===== src/rtl/gsm3_pkg.sv =====
package gsm3_pkg;

    localparam int MAX_DIM_DEF   = 64;
    localparam int COEF_BITS_DEF = 16;
    localparam int RADIUS        = 3;
    localparam int TAPS          = 2 * RADIUS + 1;
    localparam int CFG_W         = 7;
    localparam int IDX_W         = 2;
    localparam int SIZE_RESET    = 64;
    localparam int PIX_W         = 8;
    localparam int WORD_W        = 2 * PIX_W;

    typedef enum logic [IDX_W-1:0] {
        REG_SIZE_X = 2'd0,
        REG_SIZE_Y = 2'd1,
        REG_SIZE_Z = 2'd2
    } reg_idx_t;

    typedef struct packed {
        logic [PIX_W-1:0] voxel_in;
        logic             pad;
    } in_word_t;

    typedef struct packed {
        logic [PIX_W-1:0] voxel_out;
        logic             last;
    } out_word_t;

    // gaussian weights, sigma 1, scaled by 1e5, center first
    localparam longint COEF_E5 [4] = '{39894, 24197, 5399, 443};

    function automatic longint coef_fix(input int k, input int bits);
        longint scaled;
        scaled = COEF_E5[k] * (longint'(1) << bits);
        return (scaled + 50000) / 100000;
    endfunction

endpackage


===== src/rtl/gsm3_pass.sv =====
module gsm3_pass #(
    parameter int DIM_W     = 7,
    parameter int COEF_BITS = gsm3_pkg::COEF_BITS_DEF
) (
    input  logic                                            clk,
    input  logic                                            en,
    input  logic [gsm3_pkg::TAPS-1:0][gsm3_pkg::PIX_W-1:0]  taps,
    input  logic [DIM_W-1:0]                                pos,
    input  logic [DIM_W-1:0]                                size,
    output logic [gsm3_pkg::PIX_W-1:0]                      res
);

    localparam int PROD_W = gsm3_pkg::PIX_W + COEF_BITS;
    localparam int SUM_W  = PROD_W + 3;
    localparam logic [COEF_BITS-1:0] COEF [4] = '{
        COEF_BITS'(gsm3_pkg::coef_fix(0, COEF_BITS)),
        COEF_BITS'(gsm3_pkg::coef_fix(1, COEF_BITS)),
        COEF_BITS'(gsm3_pkg::coef_fix(2, COEF_BITS)),
        COEF_BITS'(gsm3_pkg::coef_fix(3, COEF_BITS))
    };

    logic [PROD_W-1:0]          prod_reg [gsm3_pkg::TAPS];
    logic [PROD_W-1:0]          prod_next [gsm3_pkg::TAPS];
    logic [SUM_W-1:0]           sum;
    logic [gsm3_pkg::PIX_W-1:0] res_reg;

    // tap k sits at offset radius-k from the center
    always_comb
    begin
        for (int k = 0; k < gsm3_pkg::TAPS; k++)
        begin
            if ((int'(pos) + gsm3_pkg::RADIUS >= k)
                && (int'(pos) + gsm3_pkg::RADIUS < int'(size) + k))
            begin
                prod_next[k] = PROD_W'(COEF[(k > gsm3_pkg::RADIUS)
                                            ? (k - gsm3_pkg::RADIUS)
                                            : (gsm3_pkg::RADIUS - k)])
                               * PROD_W'(taps[k]);
            end
            else
            begin
                prod_next[k] = '0;
            end
        end
    end

    always_comb
    begin
        sum = '0;
        for (int k = 0; k < gsm3_pkg::TAPS; k++)
        begin
            sum = sum + SUM_W'(prod_reg[k]);
        end
    end

    always_ff @(posedge clk)
    begin
        if (en)
        begin
            for (int k = 0; k < gsm3_pkg::TAPS; k++)
            begin
                prod_reg[k] <= prod_next[k];
            end
            res_reg <= sum[COEF_BITS +: gsm3_pkg::PIX_W];
        end
    end

    assign res = res_reg;

endmodule


===== config.mk =====
export PLATFORM = sky130hd
export DESIGN_NAME = gsm3_pass
export DESIGN_NICKNAME = d
export VERILOG_FILES = /design/src/rtl/gsm3_pkg.sv /design/src/rtl/gsm3_pass.sv
export SDC_FILE = /design/constraint.sdc
export NUM_CORES = 1
export LEC_CHECK = 0
export CAP_MARGIN = 5
export CELL_PAD_IN_SITES_DETAIL_PLACEMENT = 1
export CELL_PAD_IN_SITES_GLOBAL_PLACEMENT = 2
export CORE_UTILIZATION = 40
export CTS_CLUSTER_SIZE = 14
export DETAILED_ROUTE_END_ITERATION = 12
export DONT_BUFFER_PORTS = 1
export GPL_ROUTABILITY_DRIVEN = 0
export HOLD_SLACK_MARGIN = 0.05
export PLACE_DENSITY_LB_ADDON = 0.15
export SETUP_SLACK_MARGIN = 0.3
export SYNTH_ARGS = -nofsm -noshare
export SYNTH_HDL_FRONTEND = slang
export SYNTH_SLANG_ARGS = --single-unit

===== constraint.sdc =====
create_clock -name clk -period 5.2 [get_ports clk]
set_input_delay 0.78 -clock clk [delete_from_list [all_inputs] [get_ports clk]]
set_output_delay 0.78 -clock clk [all_outputs]
set_load 0.02 [all_outputs]

---- Word-level counts from Yosys, hierarchy flattened ----
Memories as Yosys holds them, arrays and structs flattened.
Index checks and enable logic that the tools add are counted.
storage, ports and cells
  register bits after elaboration ......... 8
  logic and storage cells ................. 52
  memories ................................ 1
  memory bits (writable) .................. 161
  input bits .............................. 72
  output and inout port bits .............. 8
cells by class
  multipliers ............................. 7
  magnitude comparators ................... 14
  reductions and logical operators ........ 7
  add/subtract/negate cells ............... 13
  mux-type cells .......................... 9
memories
  memory    words  bits a word  rd ports  clocked after memory_dff  wr ports  line             text
  prod_reg  7      23           7         0                         7         gsm3_pass.sv:22  logic [PROD_W-1:0] prod_reg [gsm3_pkg::TAPS];
operators by type and width
  operator               count
  $lt 32x9->1            5
  $add 24x24->24         6
  $ge 32x4->1 const B    3
  $ge 32x3->1 const B    2
  $mux 22                2
  $mul 13x8->21 const A  2
  $mux 20                2
  $mul 11x8->19 const A  2
  $mux 17                2
  $ge 32x1->1 const B    1
  $ge 32x2->1 const B    1
  $lt 32x8->1            1
  $mul 8x8->16 const A   2
  $add 7x2->8 const B    3
  $add 7x3->8 const B    3
  $mul 15x8->23 const A  1
  $mux 23                1
  $add 7x1->8 const B    1
  $lt 8x8->1             1
  $logic_and 1x1->1      7
  $mux 1                 2

---- Longest topological paths before layout ----
Gate-level depths: netlist of run 1.
An unclocked memory read counts as a cell.
  depth in word-level cells ............... 7
  gate-level depth with buffers ........... 16
  mapped depth without buffers ............ 16

---- Worst setup path after synthesis of run 1 ----
Ideal clock, no wire load.
  path kind ............................... input to register
  start ................................... in taps[34] (netlist name)
  end ..................................... mem prod_reg[4][18] (netlist name), data pin
  library setup time ...................... 0.260 ns
  cell stages on the path ................. 14
  slack ................................... 0.268 ns
  arrival ................................. 4.672 ns
  cell sequence ........................... fa_1 ha_1 inv_1 fa_1 inv_1 fa_1 ha_1 nor2b_1 o31a_1 o31a_1 o21ai_1 o21ai_0 o311ai_1 mux2_2
RTL lines
  what                line             text
  start: declaration  gsm3_pass.sv:7   input logic [gsm3_pkg::TAPS-1:0][gsm3_pkg::PIX_W-1:0] taps,
  end: declaration    gsm3_pass.sv:22

==> results of run 1 <==
cell type report:
| class | instances | share of cell area (%) |
|---|---|---|
| Multi-Input combinational cell | 1310 | 64.7 |
| Sequential cell | 142 | 20.4 |
| Inverter | 456 | 8.17 |
| Tap cell | 615 | 3.67 |
| Clock buffer | 18 | 2.05 |
| Clock inverter | 14 | 0.633 |
| Timing Repair Buffer | 12 | 0.430 |
stage by stage:
step	instance area, sq um	utilization, %
after floorplan	19600	-
after global placement	20300	42.4
after detailed placement	20300	42.4
after CTS	20900	43.6
after global routing	20900	43.7
final	20900	43.7
synth_stat cells (21+ instances only):
master    count
a21o_1       35
and2_1       33
xor2_1       45
xnor2_1      62
o21ai_0      44
nor2_1      131
nand3_1      27
nor3_1       22
fa_1        223
inv_1       455
a21oi_1      85
nand2_1      41
edfxtp_1    142
nor2b_1      21
ha_1        371
critical path: cells and delay by family (launching register included):
family / cells / cell delay [ns]
flops: 1 / 0.39
fa+ha+maj: 5 / 2.40
xor+xnor: 1 / 0.15
simple gates: 1 / 0.15
buf+inv: 5 / 0.44
compound gates: 5 / 0.95
logic make-up after synthesis:
logic type / count (synthesis) / synth area share (%)
AO/OA/AOI/OAI: 266 / 8.96
adder cells (fa/ha/maj): 594 / 46.6
AND/OR/NAND/NOR: 339 / 8.53
multiplexers: 4 / 0.211
buffers and inverters: 472 / 9.14
flip-flops: 142 / 21.8
XOR/XNOR: 107 / 4.79
routing by layer:
layer / up-vias / wire [um] / track usage, %
li1: 6355 / - / -
met1: 6495 / 22800 / 27.5
met2: 127 / 23900 / 35.9
met3: 29 / 1290 / 2.77
met4: 0 / 653 / 4.03
met5: - / 0 / 0
final timing paths:
path	startpoint	end	slack, ns	depth (start not counted)
setup / recovery	prod_reg[3][8]	res[5]	0.47	17
hold / removal	en	prod_reg[4][21]	0.51	0
setup reg to reg	prod_reg[3][8]	res[5]	0.47	17
hold reg to reg	prod_reg[3][22]	res[7]	0.95	4
==> qor.csv, run 1 <==
metric,value,unit
clkTransAtPathRegs,0.07,ns
dpl.cell_count,2535,
required,5.37,ns
cts_buffer_depth,2,
wl_per_cell,19.0,um
clkLatencyLatePin,0.43,ns
worstMarginPinSlew,0.875,ns
ant_nets,0,
netlist_instances,1924,
ys_seq_area_share,21.8,%
cp-end-kind,flop,
fin_skew,0.00944,ns
drt-initial-drc-count,495,
tns,0,ns
hold_buffers,0,
cts_setup_buffers,0,
final_nets,2605,
slew_headroom,41.1,%
via_count,13000,
fin_ws,0.470,ns
largest_reg_flops,134,
drive_gt1_share,3.59,%
syn-num-nets,2590,
synth_edf_count,142,
synthTopCellsByArea,"ha_1 (24%), fa_1 (23%), edfxtp_1 (22%), inv_1 (8.7%), xnor2_1 (2.8%)",
rsz0062_at_grt,yes,
coreArea,0.0479,sq mm
synth.avg_cell_area,10.2,sq um
slowest_stage,fa_1,
start_util,40.8,%
ys_seq_elements,142,
vias_per_cell,5.07,
grt_usage,20.6,%
fillers,5360,
yosysTopAreaCell,ha_1,
synthToLayoutAreaGrowth,7.11,%
seq_area,0.00426,sq mm
wirelength,48700,um
yosys_warnings,0,
rows,80,
criticalPathCategory,reg2reg,
cts_tree,yes,
layoutNonFillerInstCount,2567,
setup.worst_path.start_class,flop,
clock-root-buffer,clkbuf_16,
cts_sinks,142,
antenna_found_initial,0,
grt_pass1_wl,79400,um
first_global_vias,14800,
finalCriticalPeriod,4.73,ns
outcome,"complete, no violations",
die_w,223,um
arrival,4.90,ns
critPathMaxFanout,4,
slew_viol_final,0,
finalHoldViolations,0,
grt_overflow,0,
finalSetupViolCount,0,
drc_errors,0,
synth-main-ff-cell,edfxtp_1,
port_buffers,0,
synth_top_area_share,23.7,%
multi_input_area,0.0136,sq mm
critPathMaxStageDelay,0.56,ns
io_pins,80,
dieHeight,223,um
whs,0.510,ns
cts-htree-levels,4,
cts_resized,1,
final_cell_mix,"inv_1 (455), ha_1 (371), fa_1 (222), edfxtp_1 (142), nor2_1 (131)",
fmax,211,MHz
dieArea,0.0498,sq mm
synth_async_sr_flop_share,0,%
synth.cell_area,0.0196,sq mm
drt_first_pass_iters,5,
layout_commonest_cell,inv_1,
dp_hpwl,42100,um
grt_start_max_net_pins,143,
period_share,91.0,%
worstHoldPathType,in2reg,
ys_types,71,
cap_viol_max_count,0,
n_antenna_cell,0,
pre_cts_ws,0.165,ns
cts_buffers,17,
path_cells,inv_1 -> fa_1 -> inv_1 -> fa_1 -> inv_1 -> fa_1 -> fa_1 -> inv_1 -> ha_1 -> nand3_1 -> a221oi_2 -> o31a_1 -> o221ai_1 -> buf_4 -> o311ai_4 -> a21oi_1 -> xnor2_1,
Power of run 1 is not shown: default switching activity piles up to over one toggle a cycle in this logic, so the estimate is an artifact.
==> run 2, diff against run 1 <==
--- a/config.mk
+++ b/config.mk
@@ -8,6 +8,7 @@
 export CAP_MARGIN = 5
 export CELL_PAD_IN_SITES_DETAIL_PLACEMENT = 1
 export CELL_PAD_IN_SITES_GLOBAL_PLACEMENT = 2
+export CORE_ASPECT_RATIO = 1.5
 export CORE_UTILIZATION = 40
 export CTS_CLUSTER_SIZE = 14
 export DETAILED_ROUTE_END_ITERATION = 12
==> qor.csv, run 2 (synthesized netlist as in run 1, its figures left out) <==
metric,value,unit,change
outcome,"complete, no violations",,unchanged
port_buffers,0,,unchanged
rsz0062_at_grt,yes,,unchanged
cp_common_cell,fa_1,,
slew_viol_final,0,,unchanged
cp-end-kind,flop,,unchanged
cts-htree-levels,4,,unchanged
dpl.cell_count,2569,,"was 2,535"
n_antenna_cell,0,,unchanged
cp_top_family,adder cells,,unchanged
required,5.41,ns,was 5.37 ns
slew_headroom,38.0,%,was 41.1%
cts_resized,1,,unchanged
path_cells,fa_1 -> fa_1 -> fa_1 -> inv_1 -> fa_1 -> inv_1 -> ha_1 -> a41oi_2 -> a221oi_1 -> o31a_1 -> o221ai_1 -> buf_4 -> o311ai_2 -> a21oi_1 -> xnor2_1,,was inv_1 -> fa_1 -> inv_1 -> fa_1 -> inv_1 -> fa_1 -> fa_1 -> inv_1 -> ha_1 -> nand3_1 -> a221oi_2 -> o31a_1 -> o221ai_1 -> buf_4 -> o311ai_4 -> a21oi_1 -> xnor2_1
dp_hpwl,43900,um,"was 42,100 um"
crit_buf_inv,3,,was 5
coreArea,0.0479,sq mm,about the same
layout_commonest_cell,inv_1,,unchanged
dieHeight,273,um,was 223 um
critPathMaxFanout,4,,unchanged
first_global_vias,14900,,"was 14,800"
finalCriticalPeriod,4.74,ns,was 4.73 ns
worstHoldPathType,in2reg,,unchanged
via_count,13100,,"was 13,000"
grt_start_max_net_pins,143,,unchanged
drt_first_pass_iters,5,,unchanged
layoutNonFillerInstCount,2601,,"was 2,567"
cts_buffers,17,,unchanged
largest_reg_flops,134,,unchanged
cap_viol_max_count,0,,unchanged
drc_errors,0,,unchanged
final_cell_mix,"inv_1 (455), ha_1 (371), fa_1 (222), edfxtp_1 (142), nor2_1 (131)",,unchanged
criticalPathCategory,reg2reg,,unchanged
rows,98,,was 80
vias_per_cell,5.02,,was 5.07
whs,0.474,ns,was 0.510 ns
fin_skew,0.0216,ns,was 0.00944 ns
wirelength,49400,um,"was 48,700 um"
fmax,211,MHz,about the same
final_nets,2604,,"was 2,605"
slowest_stage,fa_1,,unchanged
critPathMaxStageDelay,0.64,ns,was 0.56 ns
grt_overflow,0,,unchanged
setup.worst_path.start_class,flop,,unchanged
period_share,91.1,%,was 91.0%
cts_buffer_depth,2,,unchanged
cts_setup_buffers,0,,unchanged
grt_usage,21.0,%,was 20.6%
fillers,5372,,"was 5,360"
arrival,4.95,ns,was 4.90 ns
finalSetupViolCount,0,,unchanged
ant_nets,0,,unchanged
drive_gt1_share,3.54,%,was 3.59%
cts_tree,yes,,unchanged
clkTransAtPathRegs,0.07,ns,about the same
grt_pass1_wl,79400,um,about the same
clkLatencyLatePin,0.45,ns,was 0.43 ns
hold_buffers,0,,unchanged
drt-initial-drc-count,368,,was 495
finalHoldViolations,0,,unchanged
io_pins,80,,unchanged
die_w,183,um,was 223 um
cts_sinks,142,,unchanged
dieArea,0.0498,sq mm,about the same
synthToLayoutAreaGrowth,7.38,%,was 7.11%
clock-root-buffer,clkbuf_16,,unchanged
wl_per_cell,19.0,um,about the same
antenna_found_initial,0,,unchanged
worstMarginPinSlew,0.927,ns,was 0.875 ns
start_util,40.8,%,about the same
tns,0,ns,unchanged
run 2: changes by cell type in the layout (fill, tap and decap cells not counted), moves of 2 or more:
| cell | before | now |
|---|---|---|
| clkinv_8 | 0 | 2 |
| inv_8 | 0 | 3 |
| a221oi_1 | 3 | 5 |
| clkinv_4 | 4 | 2 |
| a221oi_2 | 3 | 1 |
run 2: worst reg2reg max path: cells and delay by family (launching register included):
family	cells	cell delay, ns
XOR/XNOR	1	0.13
buffers and inverters	3	0.27
AO/OA/AOI/OAI	6	1.26
flip-flops	1	0.41
adder cells (fa/ha/maj)	5	2.41
run 2: routing by layer:
| layer | track usage (%) | up-vias | part of all wire, % |
|---|---|---|---|
| li1 | - | 6354 | - |
| met1 | 22.3 | 6555 | 38 |
| met2 | 42.6 | 124 | 58 |
| met3 | 2.64 | 34 | 2.5 |
| met4 | 5.20 | 0 | 1.7 |
| met5 | 0 | - | 0 |
run 2: worst paths after layout:
check,depth (start not counted),slack [ns],to,from
worst min-delay path,0,0.47,prod_reg[5][19],en
worst max-delay path,15,0.46,res[5],prod_reg[6][3]
worst min register to register,4,1.02,res[7],prod_reg[3][22]
worst max register to register,15,0.46,res[5],prod_reg[6][3]
run 2: layout make-up:
cell class	count	area [sq um]	share of cell area, %
clock inverter	15	173	0.822
inverter	456	1710	8.15
sequential	142	4260	20.3
tap	650	813	3.87
timing repair buffer	11	82.6	0.393
clock buffer	17	425	2.03
multi-input combinational	1310	13500	64.4
run 2: stage by stage:
stage          instance area (sq um)  util [%]  worst slack, ns
3_5_place_dp                   20400      42.5            0.140
2_1_floorplan                  19600         -            0.304
6_report                       21000      43.8            0.461
5_1_grt                        21000      43.8            0.229
3_3_place_gp                   20400      42.5            0.212
4_1_cts                        21000      43.8            0.307
Power of run 2 is left out for the same reason.
